## src/counting_sort_engine_macros.svh

```systemverilog
// assertion macros for the counting sort engine
`ifndef COUNTING_SORT_ENGINE_MACROS_SVH
`define COUNTING_SORT_ENGINE_MACROS_SVH

// same-cycle implication checked on every rising edge out of reset
`define CSE_ASSERT_NOW(label, ante, cons, msg) \
  label: assert property (@(posedge clk) disable iff (!rst_n) (ante) |-> (cons)) \
    else $error(msg);

// next-cycle implication checked on every rising edge out of reset
`define CSE_ASSERT_NEXT(label, ante, cons, msg) \
  label: assert property (@(posedge clk) disable iff (!rst_n) (ante) |=> (cons)) \
    else $error(msg);

`endif

```

## src/cse_pkg.sv

```systemverilog
// shared types and constants for the counting sort engine
`default_nettype none

package cse_pkg;

  localparam int KEY_W  = 7;
  localparam int DATA_W = 8;

  localparam logic CMD_INSERT = 1'b0;
  localparam logic CMD_PULL   = 1'b1;

  typedef struct packed {
    logic clear_step;
    logic ins_issue;
    logic ins_commit;
    logic scan_start;
    logic scan_step;
    logic pull_commit;
    logic set_empty;
    logic out_load;
  } ctl_cmd_t;

  typedef struct packed {
    logic addr_last;
    logic key_ok;
    logic total_zero;
    logic total_full;
    logic hit;
    logic out_free;
  } dp_status_t;

endpackage

`default_nettype wire

```

## src/counting_sort_engine.sv

```systemverilog
// top level: counting sort engine with controller and bin datapath
// insert does a registered read of the key's bin, then writes it back
// pull scans the bins onward from the scan pointer;
//   the scan reads one bin per cycle through the single memory read port
// a pull on an empty store skips the scan; its empty result then sits in the output register
// after reset a clearing pass over all KEY_RANGE bins zeroes them; no item is taken meanwhile
`default_nettype none

`include "counting_sort_engine_macros.svh"

module counting_sort_engine #(
  parameter int KEY_RANGE = 128,
  parameter int MAX_ITEMS = 4096
) (
  input  wire logic                        clk,
  input  wire logic                        rst_n,
  input  wire logic                        in_tvalid,
  output logic                             in_tready,
  input  wire logic [cse_pkg::DATA_W-1:0]  in_tdata,   // key[6:0], pad[7]
  input  wire logic [0:0]                  in_tuser,   // cmd[0]
  output logic                             out_tvalid,
  input  wire logic                        out_tready,
  output logic [cse_pkg::DATA_W-1:0]       out_tdata,  // value[6:0], pad[7]
  output logic                             out_tlast,
  output logic [0:0]                       out_tuser   // empty_res[0]
);

  cse_pkg::ctl_cmd_t   cmd;
  cse_pkg::dp_status_t status;

  cse_controller u_ctrl (
    .clk       (clk),
    .rst_n     (rst_n),
    .in_tvalid (in_tvalid),
    .in_tready (in_tready),
    .in_cmd    (in_tuser[0]),
    .status    (status),
    .cmd       (cmd)
  );

  cse_datapath #(
    .KEY_RANGE (KEY_RANGE),
    .MAX_ITEMS (MAX_ITEMS)
  ) u_dp (
    .clk        (clk),
    .rst_n      (rst_n),
    .in_key     (in_tdata[cse_pkg::KEY_W-1:0]),
    .cmd        (cmd),
    .status     (status),
    .out_tvalid (out_tvalid),
    .out_tready (out_tready),
    .out_tdata  (out_tdata),
    .out_tlast  (out_tlast),
    .out_tuser  (out_tuser)
  );

  `CSE_ASSERT_NOW(a_empty_payload, out_tvalid && out_tuser[0], !out_tlast && out_tdata == '0, "empty result carries a payload")
  `CSE_ASSERT_NOW(a_commit_hit, cmd.pull_commit, status.hit && !status.total_zero, "pull commit without a stored key")
  `CSE_ASSERT_NOW(a_ins_room, cmd.ins_commit, !status.total_full, "insert commit on a full store")
  `CSE_ASSERT_NEXT(a_out_load, cmd.out_load, out_tvalid, "loaded result not presented")

endmodule

`default_nettype wire

```

## src/cse_controller.sv

```systemverilog
// control state machine for the counting sort engine
`default_nettype none

module cse_controller (
  input  wire logic            clk,
  input  wire logic            rst_n,
  input  wire logic            in_tvalid,
  output logic                 in_tready,
  input  wire logic            in_cmd,
  input  cse_pkg::dp_status_t  status,
  output cse_pkg::ctl_cmd_t    cmd
);

  typedef enum logic [4:0] {
    ST_CLEAR = 5'b00001,
    ST_IDLE  = 5'b00010,
    ST_INS   = 5'b00100,
    ST_SCAN  = 5'b01000,
    ST_EMIT  = 5'b10000
  } state_t;

  state_t state_r;
  state_t state_nxt;

  always_ff @(posedge clk) begin
    if (!rst_n) begin
      state_r <= ST_CLEAR;
    end else begin
      state_r <= state_nxt;
    end
  end

  always_comb begin
    state_nxt = state_r;
    cmd       = '0;
    in_tready = 1'b0;
    unique case (state_r)
      ST_CLEAR: begin
        cmd.clear_step = 1'b1;
        if (status.addr_last) begin
          state_nxt = ST_IDLE;
        end
      end
      ST_IDLE: begin
        in_tready = 1'b1;
        if (in_tvalid) begin
          if (in_cmd == cse_pkg::CMD_PULL) begin
            if (status.total_zero) begin
              cmd.set_empty = 1'b1;
              state_nxt     = ST_EMIT;
            end else begin
              cmd.scan_start = 1'b1;
              state_nxt      = ST_SCAN;
            end
          end else if (status.key_ok && !status.total_full) begin
            cmd.ins_issue = 1'b1;
            state_nxt     = ST_INS;
          end
        end
      end
      ST_INS: begin
        cmd.ins_commit = 1'b1;
        state_nxt      = ST_IDLE;
      end
      ST_SCAN: begin
        if (status.hit) begin
          cmd.pull_commit = 1'b1;
          state_nxt       = ST_EMIT;
        end else begin
          cmd.scan_step = 1'b1;
        end
      end
      ST_EMIT: begin
        if (status.out_free) begin
          cmd.out_load = 1'b1;
          state_nxt    = ST_IDLE;
        end
      end
      default: begin
        state_nxt = ST_CLEAR;
      end
    endcase
  end

endmodule

`default_nettype wire

```

## src/cse_datapath.sv

```systemverilog
// bin memory, counters, scan address and output register
`default_nettype none

module cse_datapath #(
  parameter int KEY_RANGE = 128,
  parameter int MAX_ITEMS = 4096
) (
  input  wire logic                        clk,
  input  wire logic                        rst_n,
  input  wire logic [cse_pkg::KEY_W-1:0]   in_key,
  input  cse_pkg::ctl_cmd_t                cmd,
  output cse_pkg::dp_status_t              status,
  output logic                             out_tvalid,
  input  wire logic                        out_tready,
  output logic [cse_pkg::DATA_W-1:0]       out_tdata,
  output logic                             out_tlast,
  output logic [0:0]                       out_tuser
);

  localparam int IDX_W = $clog2(KEY_RANGE);
  localparam int CNT_W = $clog2(MAX_ITEMS + 1);
  localparam logic [IDX_W-1:0] LAST_IDX = IDX_W'(KEY_RANGE - 1);

  logic [CNT_W-1:0] bin_mem [KEY_RANGE];

  logic [CNT_W-1:0]          rd_data_r;
  logic [IDX_W-1:0]          rd_idx_r;
  logic                      rd_valid_r;
  logic [IDX_W-1:0]          addr_r;
  logic [IDX_W-1:0]          addr_inc;
  logic [IDX_W-1:0]          ptr_r;
  logic [CNT_W-1:0]          total_r;
  logic                      total_one;
  logic [IDX_W-1:0]          key_idx;
  logic                      rd_en;
  logic [IDX_W-1:0]          rd_addr;
  logic                      wr_en;
  logic [IDX_W-1:0]          wr_addr;
  logic [CNT_W-1:0]          wr_data;
  logic [cse_pkg::KEY_W-1:0] res_value_r;
  logic                      res_last_r;
  logic                      res_empty_r;
  logic                      out_valid_r;
  logic [cse_pkg::KEY_W-1:0] out_value_r;
  logic                      out_last_r;
  logic                      out_empty_r;

  assign key_idx   = IDX_W'(in_key);
  assign addr_inc  = (addr_r == LAST_IDX) ? '0 : addr_r + IDX_W'(1);
  assign total_one = (total_r == CNT_W'(1));

  assign rd_en   = cmd.ins_issue | cmd.scan_step;
  assign rd_addr = cmd.ins_issue ? key_idx : addr_r;
  assign wr_en   = cmd.clear_step | cmd.ins_commit | cmd.pull_commit;
  assign wr_addr = cmd.clear_step ? addr_r : rd_idx_r;

  always_comb begin
    if (cmd.clear_step) begin
      wr_data = '0;
    end else if (cmd.ins_commit) begin
      wr_data = rd_data_r + CNT_W'(1);
    end else begin
      wr_data = rd_data_r - CNT_W'(1);
    end
  end

  // single write port, single registered read port
  always_ff @(posedge clk) begin
    if (wr_en) begin
      bin_mem[wr_addr] <= wr_data;
    end
    if (rd_en) begin
      rd_data_r <= bin_mem[rd_addr];
      rd_idx_r  <= rd_addr;
    end
  end

  always_ff @(posedge clk) begin
    if (!rst_n) begin
      rd_valid_r <= 1'b0;
      addr_r     <= '0;
      ptr_r      <= '0;
      total_r    <= '0;
    end else begin
      rd_valid_r <= cmd.scan_step;
      if (cmd.scan_start) begin
        addr_r <= ptr_r;
      end else if (cmd.clear_step || cmd.scan_step) begin
        addr_r <= addr_inc;
      end
      if (cmd.ins_commit) begin
        ptr_r   <= '0;
        total_r <= total_r + CNT_W'(1);
      end else if (cmd.pull_commit) begin
        ptr_r   <= total_one ? '0 : rd_idx_r;
        total_r <= total_r - CNT_W'(1);
      end
    end
  end

  // pending result
  always_ff @(posedge clk) begin
    if (cmd.pull_commit) begin
      res_value_r <= cse_pkg::KEY_W'(rd_idx_r);
      res_last_r  <= total_one;
      res_empty_r <= 1'b0;
    end else if (cmd.set_empty) begin
      res_value_r <= '0;
      res_last_r  <= 1'b0;
      res_empty_r <= 1'b1;
    end
  end

  // output register
  always_ff @(posedge clk) begin
    if (!rst_n) begin
      out_valid_r <= 1'b0;
    end else if (cmd.out_load) begin
      out_valid_r <= 1'b1;
    end else if (out_tready) begin
      out_valid_r <= 1'b0;
    end
  end

  always_ff @(posedge clk) begin
    if (cmd.out_load) begin
      out_value_r <= res_value_r;
      out_last_r  <= res_last_r;
      out_empty_r <= res_empty_r;
    end
  end

  assign out_tvalid   = out_valid_r;
  assign out_tdata    = cse_pkg::DATA_W'(out_value_r);
  assign out_tlast    = out_last_r;
  assign out_tuser[0] = out_empty_r;

  assign status.addr_last  = (addr_r == LAST_IDX);
  assign status.key_ok     = (32'(in_key) < 32'(KEY_RANGE));
  assign status.total_zero = (total_r == '0);
  assign status.total_full = (total_r == CNT_W'(MAX_ITEMS));
  assign status.hit        = rd_valid_r && (rd_data_r != '0);
  assign status.out_free   = !out_valid_r || out_tready;

endmodule

`default_nettype wire
```

## config.mk

```make
export PLATFORM = sky130hd
export DESIGN_NAME = counting_sort_engine
export DESIGN_NICKNAME = d
export VERILOG_FILES = /design/src/cse_pkg.sv /design/src/counting_sort_engine.sv /design/src/cse_controller.sv /design/src/cse_datapath.sv
export VERILOG_INCLUDE_DIRS = /design/src /design/src/src
export SDC_FILE = /design/constraint.sdc
export NUM_CORES = 2
export LEC_CHECK = 0
export BUFFER_PORTS_ARGS = -buffer_cell sky130_fd_sc_hd__buf_4
export CORE_AREA = 3 3 358 360
export DETAILED_ROUTE_END_ITERATION = 10
export DIE_AREA = 0 0 361 363
export PLACE_DENSITY = 0.77
export SETUP_SLACK_MARGIN = 0.2
export SLEW_MARGIN = 5
export SYNTH_ARGS = -nofsm -noshare
export SYNTH_HDL_FRONTEND = slang
export SYNTH_SLANG_ARGS = --single-unit
```

## constraint.sdc

```tcl
create_clock -name clk -period 12.5 [get_ports clk]
set_input_delay 0.625 -clock clk [delete_from_list [all_inputs] [get_ports clk]]
set_output_delay 0.625 -clock clk [all_outputs]
set_load 0.05 [all_outputs]
```

After elaboration in Yosys (flattened, before gate mapping):

Memory sizes are Yosys's and may differ from the RTL's. A register that Yosys moved wholly into a read port is not among the register bits.
Index checks and enable logic that the tools add are counted.

* add/sub/neg operators: 5
* multiply operators: 0
* divide/modulo/power cells: 0
* order comparisons: 0
* equality and inequality tests: 13
* shift operators: 0
* multiplexer cells: 46
* bitwise operators: 4
* reductions and logical operators: 12

Operator list (number)
* 2-to-1 mux 7 bit: 8
* 2-to-1 mux 13 bit: 4
* 2-to-1 mux 5 bit: 7
* adder 13 x 1 -> 13 bit, second input constant: 2
* subtractor 13 x 1 -> 13 bit, second input constant: 2
* 2-to-1 mux 1 bit: 25
* case mux 5 bit (5 select lines): 1
* == test 13 x 1 -> 1 bit, second input constant: 1
* == test 13 bit, second input constant: 1
* zero test 13 bit: 1
* nonzero test 13 bit: 1
* inequality test 2 bit, second input constant: 4
* nonzero test 2 bit: 4
* adder 7 x 1 -> 7 bit, second input constant: 1
* == test 7 bit, second input constant: 1
* == test 5 x 1 -> 1 bit, second input constant: 1
* == test 5 x 2 -> 1 bit, second input constant: 1
* == test 5 x 3 -> 1 bit, second input constant: 1
* == test 5 x 4 -> 1 bit, second input constant: 1
* == test 5 bit, second input constant: 1
* AND reduction 5 bit: 1
* inequality test 3 bit, second input constant: 1
* OR 1 bit: 3
* logical OR 1 bit: 2
* other kinds (5): 5

* flip-flop bits (word level): 59
* bits in latches: 0
* bits in writable memories: 1664
* memory bits (read-only): 0
* input port bits: 13
* output and inout port bits: 12
* logic and storage cells: 94
* memories: 1

Memory list
* u_dp.bin_mem: words 128, bits a word 13, rd ports 1, clocked after Yosys merged registers in 1, write ports 1, line cse_datapath.sv:24 `logic [CNT_W-1:0] bin_mem [KEY_RANGE];`

Depth between registers and ports, before layout:

* word-level depth: 7
* gate-level depth with buffers: 16
* mapped depth without buffers: 14

Hierarchy:

From an unflattened synthesis, not the netlist that was laid out.

* cell total of the unflattened synthesis: 4907
* area total of the unflattened synthesis: 69427.8 sq um

By module, submodules not included
* cse_datapath: instances 1, cells each 4858, area each 69019.9 sq um, seq. area each 51679.6 sq um
* cse_controller: instances 1, cells each 49, area each 407.9 sq um, seq. area each 100.1 sq um

Least setup slack after synthesis:

Ideal clock, no wire load.

* kind: register to register
* from: register u_ctrl.state_r[0]
* to: memory u_dp.bin_mem[0][12] (netlist name), data pin
* arrival: 8.105 ns
* path slack: 3.182 ns
* cell stages (with the launch flop): 15
* path buffers: 0
* clock period less this slack: 9.318 ns
* cells stage by stage: dfxtp_1 -> nor2_1 -> nand3_1 -> clkinv_1 -> fa_1 -> nor2b_1 -> o21ai_0 -> a21boi_0 -> o21ai_0 -> a21boi_0 -> o21ai_0 -> nand2b_1 -> a311oi_1 -> o21ai_0 -> nor3b_1

* longest elaborated chain between the ends: 4
* elaborated cells between the ends (all ways): 6
* classes of those cells: eq/ne (2); mux (4)

Ends and longest elaborated chain
* from (decl): line cse_controller.sv:22 `state_t state_r;`
* from (signal assigned): line cse_controller.sv:29 `state_r <= state_nxt;`
* == test 5 x 3 -> 1 bit: line cse_controller.sv:37 `unique case (state_r)`
* 2-to-1 mux 1 bit: line cse_controller.sv:37
* 2-to-1 mux 13 bit: line cse_datapath.sv:60 `end else if (cmd.ins_commit) begin`
* 2-to-1 mux 13 bit *: line cse_datapath.sv:58 `if (cmd.clear_step) begin`
* net u_dp.wr_data[12]: line cse_datapath.sv:39 `logic [CNT_W-1:0] wr_data;`
* to (decl): line cse_datapath.sv:24

The timed path passes the listed nets; every way through them passes the cells marked *.

Worst setup path after layout:

* from: register u_dp.total_r[0]
* to: register u_dp.rd_data_r[6] (read register of u_dp.bin_mem), data pin

* longest elaborated chain between the ends: 6
* elaborated cells between the ends (all ways): 7
* classes of those cells: eq/ne (1); mux (5); bitwise (1)

Ends and longest elaborated chain
* from (decl): line cse_datapath.sv:32 `logic [CNT_W-1:0] total_r;`
* from (signal assigned): line cse_datapath.sv:93 `total_r <= total_r + CNT_W'(1);`
* from (signal assigned): line cse_datapath.sv:96 `total_r <= total_r - CNT_W'(1);`
* == test 13 bit *: line cse_datapath.sv:141 `assign status.total_full = (total_r == CNT_W'(MAX_ITEMS));`
* 2-to-1 mux 1 bit *: line cse_controller.sv:55 `end else if (status.key_ok && !status.total_full) begin`
* 2-to-1 mux 1 bit *: line cse_controller.sv:47 `if (in_cmd == cse_pkg::CMD_PULL) begin`
* 2-to-1 mux 1 bit *: line cse_controller.sv:46 `if (in_tvalid) begin`
* 2-to-1 mux 1 bit *: line cse_controller.sv:37
* 2-to-1 mux 7 bit or OR 1 bit (tied branches): line cse_datapath.sv:53, cse_datapath.sv:52
* to (decl): line cse_datapath.sv:26 `logic [CNT_W-1:0] rd_data_r;`

Every way passes the cells marked *; elsewhere a longest branch is shown, timed or not.
A chain may end at the register's enable or synchronous reset.

==> results.md <==
- Status: completed
- Sequential cell area fraction in the yosys report: 75.1%
- Root buffer cell: clkbuf_16
- Final Max Tran Viols: 0
- Reg-to-reg endpoint: u_dp.rd_data_r[6]
- Crit-path cells: inv_1 > ha_1 > and2_1 > and4_1 > nor2_4 > mux2i_4 > buf_4 > buf_4 > mux2i_1 > o22ai_1 > nor3_1 > o32ai_1 > a211oi_1 > a21oi_1
- Worst setup SP type: register
- Final #Nets: 4855
- Cell mode on critical path: buf_4
- Detailed Routing Iterations Pass 1: 7
- Fin. Hold Viols: 0
- Leak: 26.8 nW
- Ports: 25
- Crit Path Max Fanout: 57
- Launching point of the worst reg2reg path: u_dp.total_r[0]
- Core area: 125000 um2
- Dpl hpwl: 93600 um
- Avg WL per Cell: 25.7 um
- Max Cap Violations: 0
- Main flop type after synthesis: edfxtp_1
- Initial drt markers: 5828
- Row count: 130
- Number of H-tree levels: 4
- FMAX: 0.150 GHz
- Syn_nets: 4779
- Final worst-path cycle share: 53.2%
- Leading area contributor after synthesis: edfxtp_1
- Worst VDD drop: 167 uV
- Critical Path End Type: register
- Syn Std Cell Area: 68900 um2
- Power, Total: 13.2 mW
- Initial antenna violation count: 3
- Routed vias/inst: 6.33
- Synth area leaders: edfxtp_1 74%, mux2i_1 6.5%, nand2_1 4.7%
- Post-synth ARST share: 0%
- Post-CTS resize count: 0
- Worst Hold End: u_ctrl.state_r[0]
- CTS sink count: 1736
- Req. time, crit path: 13.01 ns
- Non-filler cells, final: 6616
- Final ANT Viol Nets: 0
- Num CTS Buffers: 163
- Post-layout util: 60.9%
- Number of synthesized flops with an enable pin: 1701
- Initial Util: 54.9%
- Worst Tran Pin Value: 1.36 ns
- Postcts setup bufs: 0
- Layout fillers: 8775
- Minimum clock period after layout: 6.65 ns
- Setup TNS Final: 0 ns
- Crit-path max cell delay: 0.98 ns
- First-pass GRT wire length: 251000 um
- Layout cells sized above 1: 9.21%
- Synth top area share: 74.1%
- Seq cells post-synth: 1736
- Hold Path Cell Cnt: 2
- Power per cell area: 173 nW/um2
- Synth warnings: 0
- Critical path's slowest cell: mux2i_4
- Setup violations, final: 0
- Placed instance count: 6310
- Pin count of the biggest net entering global routing: 189
- Cells after Synth: 4750
- RSZ-0062 raised after global routing: no
- GRT Resource Usage Total: 25.6%
- GPL Wtd Cong: 0.894
- HP Start: rst_n
- Die height: 363 um
- Worst-Skew Late Latency: 0.79 ns
- Critical path class: reg2reg
- DRC: 0
- Reg2Reg Depth: 14
- Mean Syn Cell Area: 14.5 um2
- Global route total overflow: 0
- Area added between synthesis and finish: 10.9%
- Worst-path clk slew: 0.07 ns
- Longest Clk Path Bufs: 3
- Slew margin rel.: 8.70%
- Chip Width: 361 um
- Clock Skew: 0.0260 ns
- Vias in the first global route: 39930
- CP arrival: 7.15 ns
- HP Class: in2reg
- Die Footprint: 131000 um2
- WL final: 170000 um
- Routed via count: 41901
- CTS tree: done
- R2R Setup Slk: 5.85 ns
- I/O Buffers: 22
- Netlist cell types: 58
## worst max path at each step
stage	startpoint	to	slack (ns)	cells after the start
after floorplan	u_ctrl.state_r[0]	u_dp.bin_mem[0][12]	3.18	14
after global placement	in_tuser	u_dp.rd_data_r[6]	5.94	13
after detailed placement	in_tuser	u_dp.rd_data_r[6]	5.80	13
after CTS	u_dp.total_r[0]	u_dp.rd_data_r[6]	5.86	14
after global routing	u_dp.total_r[0]	u_dp.rd_data_r[6]	5.61	14
final	u_dp.total_r[0]	u_dp.rd_data_r[6]	5.85	14
## cell families after synthesis
group | after synthesis | share of synthesized area, %
multiplexers | 449 | 6.54
XOR/XNOR | 24 | 0.305
AND/OR/NAND/NOR | 1420 | 8.87
flip-flops | 1736 | 75.1
adder cells (fa/ha/maj) | 16 | 0.301
AO/OA/AOI/OAI | 795 | 6.63
other | 1 | 0.00544
buffers and inverters | 309 | 2.20
## flip-flops by register name, indices dropped and copies added, names as in the netlist, 5 cells and up
name	flops
u_dp.bin_mem	1664
u_dp.addr_r	7
u_dp.rd_idx_r	7
u_dp.total_r	13
u_ctrl.state_r	5
u_dp.res_value_r	7
u_dp.ptr_r	7
u_dp.out_value_r	7
u_dp.rd_data_r	13
## layout make-up
type                    instances  area, um2  share of cell area [%]
multi-input cells            2705      15800                    20.6
well taps                    1650       2060                    2.70
diodes                          3       7.51                 0.00983
inverters                      23       93.8                   0.123
repair buffers                197       1560                    2.04
flip-flops and latches       1736      51800                    67.8
clock inverters                98        822                    1.08
clock buffers                 204       4300                    5.62
## stage by stage
stage | hold slack, ns | setup WS, ns | cell area (um2)
floorplan | 0.400 | 3.18 | 68900
global placement | 0.405 | 5.94 | 71300
detailed placement | 0.412 | 5.80 | 71300
CTS | 0.0312 | 5.86 | 76400
global route | 0.0623 | 5.61 | 76400
finish | 0.0741 | 5.85 | 76400
## where the power goes
| part | switching [mW] | internal, mW | total (mW) | leakage [nW] |
|---|---|---|---|---|
| sequential | 0.0228 | 6.54 | 6.56 | 16.0 |
| combinational | 1.37 | 0.515 | 1.88 | 8.35 |
| clock | 2.10 | 2.67 | 4.77 | 2.49 |
| total | 3.49 | 9.73 | 13.2 | 26.8 |
## per-layer routing
metal	track usage [%]	wire length (um)	vias up
met1	35.1	63600	20598
li1	-	-	18166
met2	39.0	78100	2699
met5	0	13	-
met3	6.03	20500	436
met4	12.2	7980	2
## worst max-delay path, delay by kind of cell (launching register included)
family	cells	cell delay (ns)
compound gates	4	1.15
mux	2	1.25
simple gates	4	1.40
fa+ha+maj	1	0.27
buf+inv	3	1.83
flops	1	0.40
## what timing repair did
action / CTS / global route
hold endpoints to repair: 1 / 0
hold buffers: 1 / 0
setup endpoints to repair: 0 / 0
## cells in the final DEF, fill, tap and decap left out, drive strengths merged, types with 31 or more instances in the layout
| cell | synthesis | routed |
|---|---|---|
| edfxtp | 1701 | 1701 |
| nand2 | 862 | 862 |
| mux2i | 447 | 447 |
| a21oi | 401 | 401 |
| o22ai | 204 | 204 |
| clkbuf | 126 | 204 |
| buf | 160 | 196 |
| nor2 | 186 | 186 |
| nor4 | 124 | 124 |
| nand3 | 113 | 113 |
| o21ai | 93 | 93 |
| clkinv | 3 | 75 |
| nor3 | 56 | 56 |
| dfxtp | 35 | 35 |
| inv | 20 | 31 |
## Yosys cell counts, drive strengths merged (13+ instances only)
| cell type | number |
|---|---|
| a21oi | 401 |
| mux2i | 447 |
| inv | 20 |
| o22ai | 204 |
| a211oi | 18 |
| clkbuf | 126 |
| buf | 160 |
| nor3 | 56 |
| dfxtp | 35 |
| o221ai | 26 |
| edfxtp | 1701 |
| a31oi | 22 |
| o21ai | 93 |
| ha | 15 |
| nand3 | 113 |
| nand2 | 862 |
| and2 | 13 |
| xor2 | 13 |
| nor2 | 186 |
| nor4 | 124 |
| nand4 | 24 |
No activity file was read; power rests on OpenSTA's default activity.
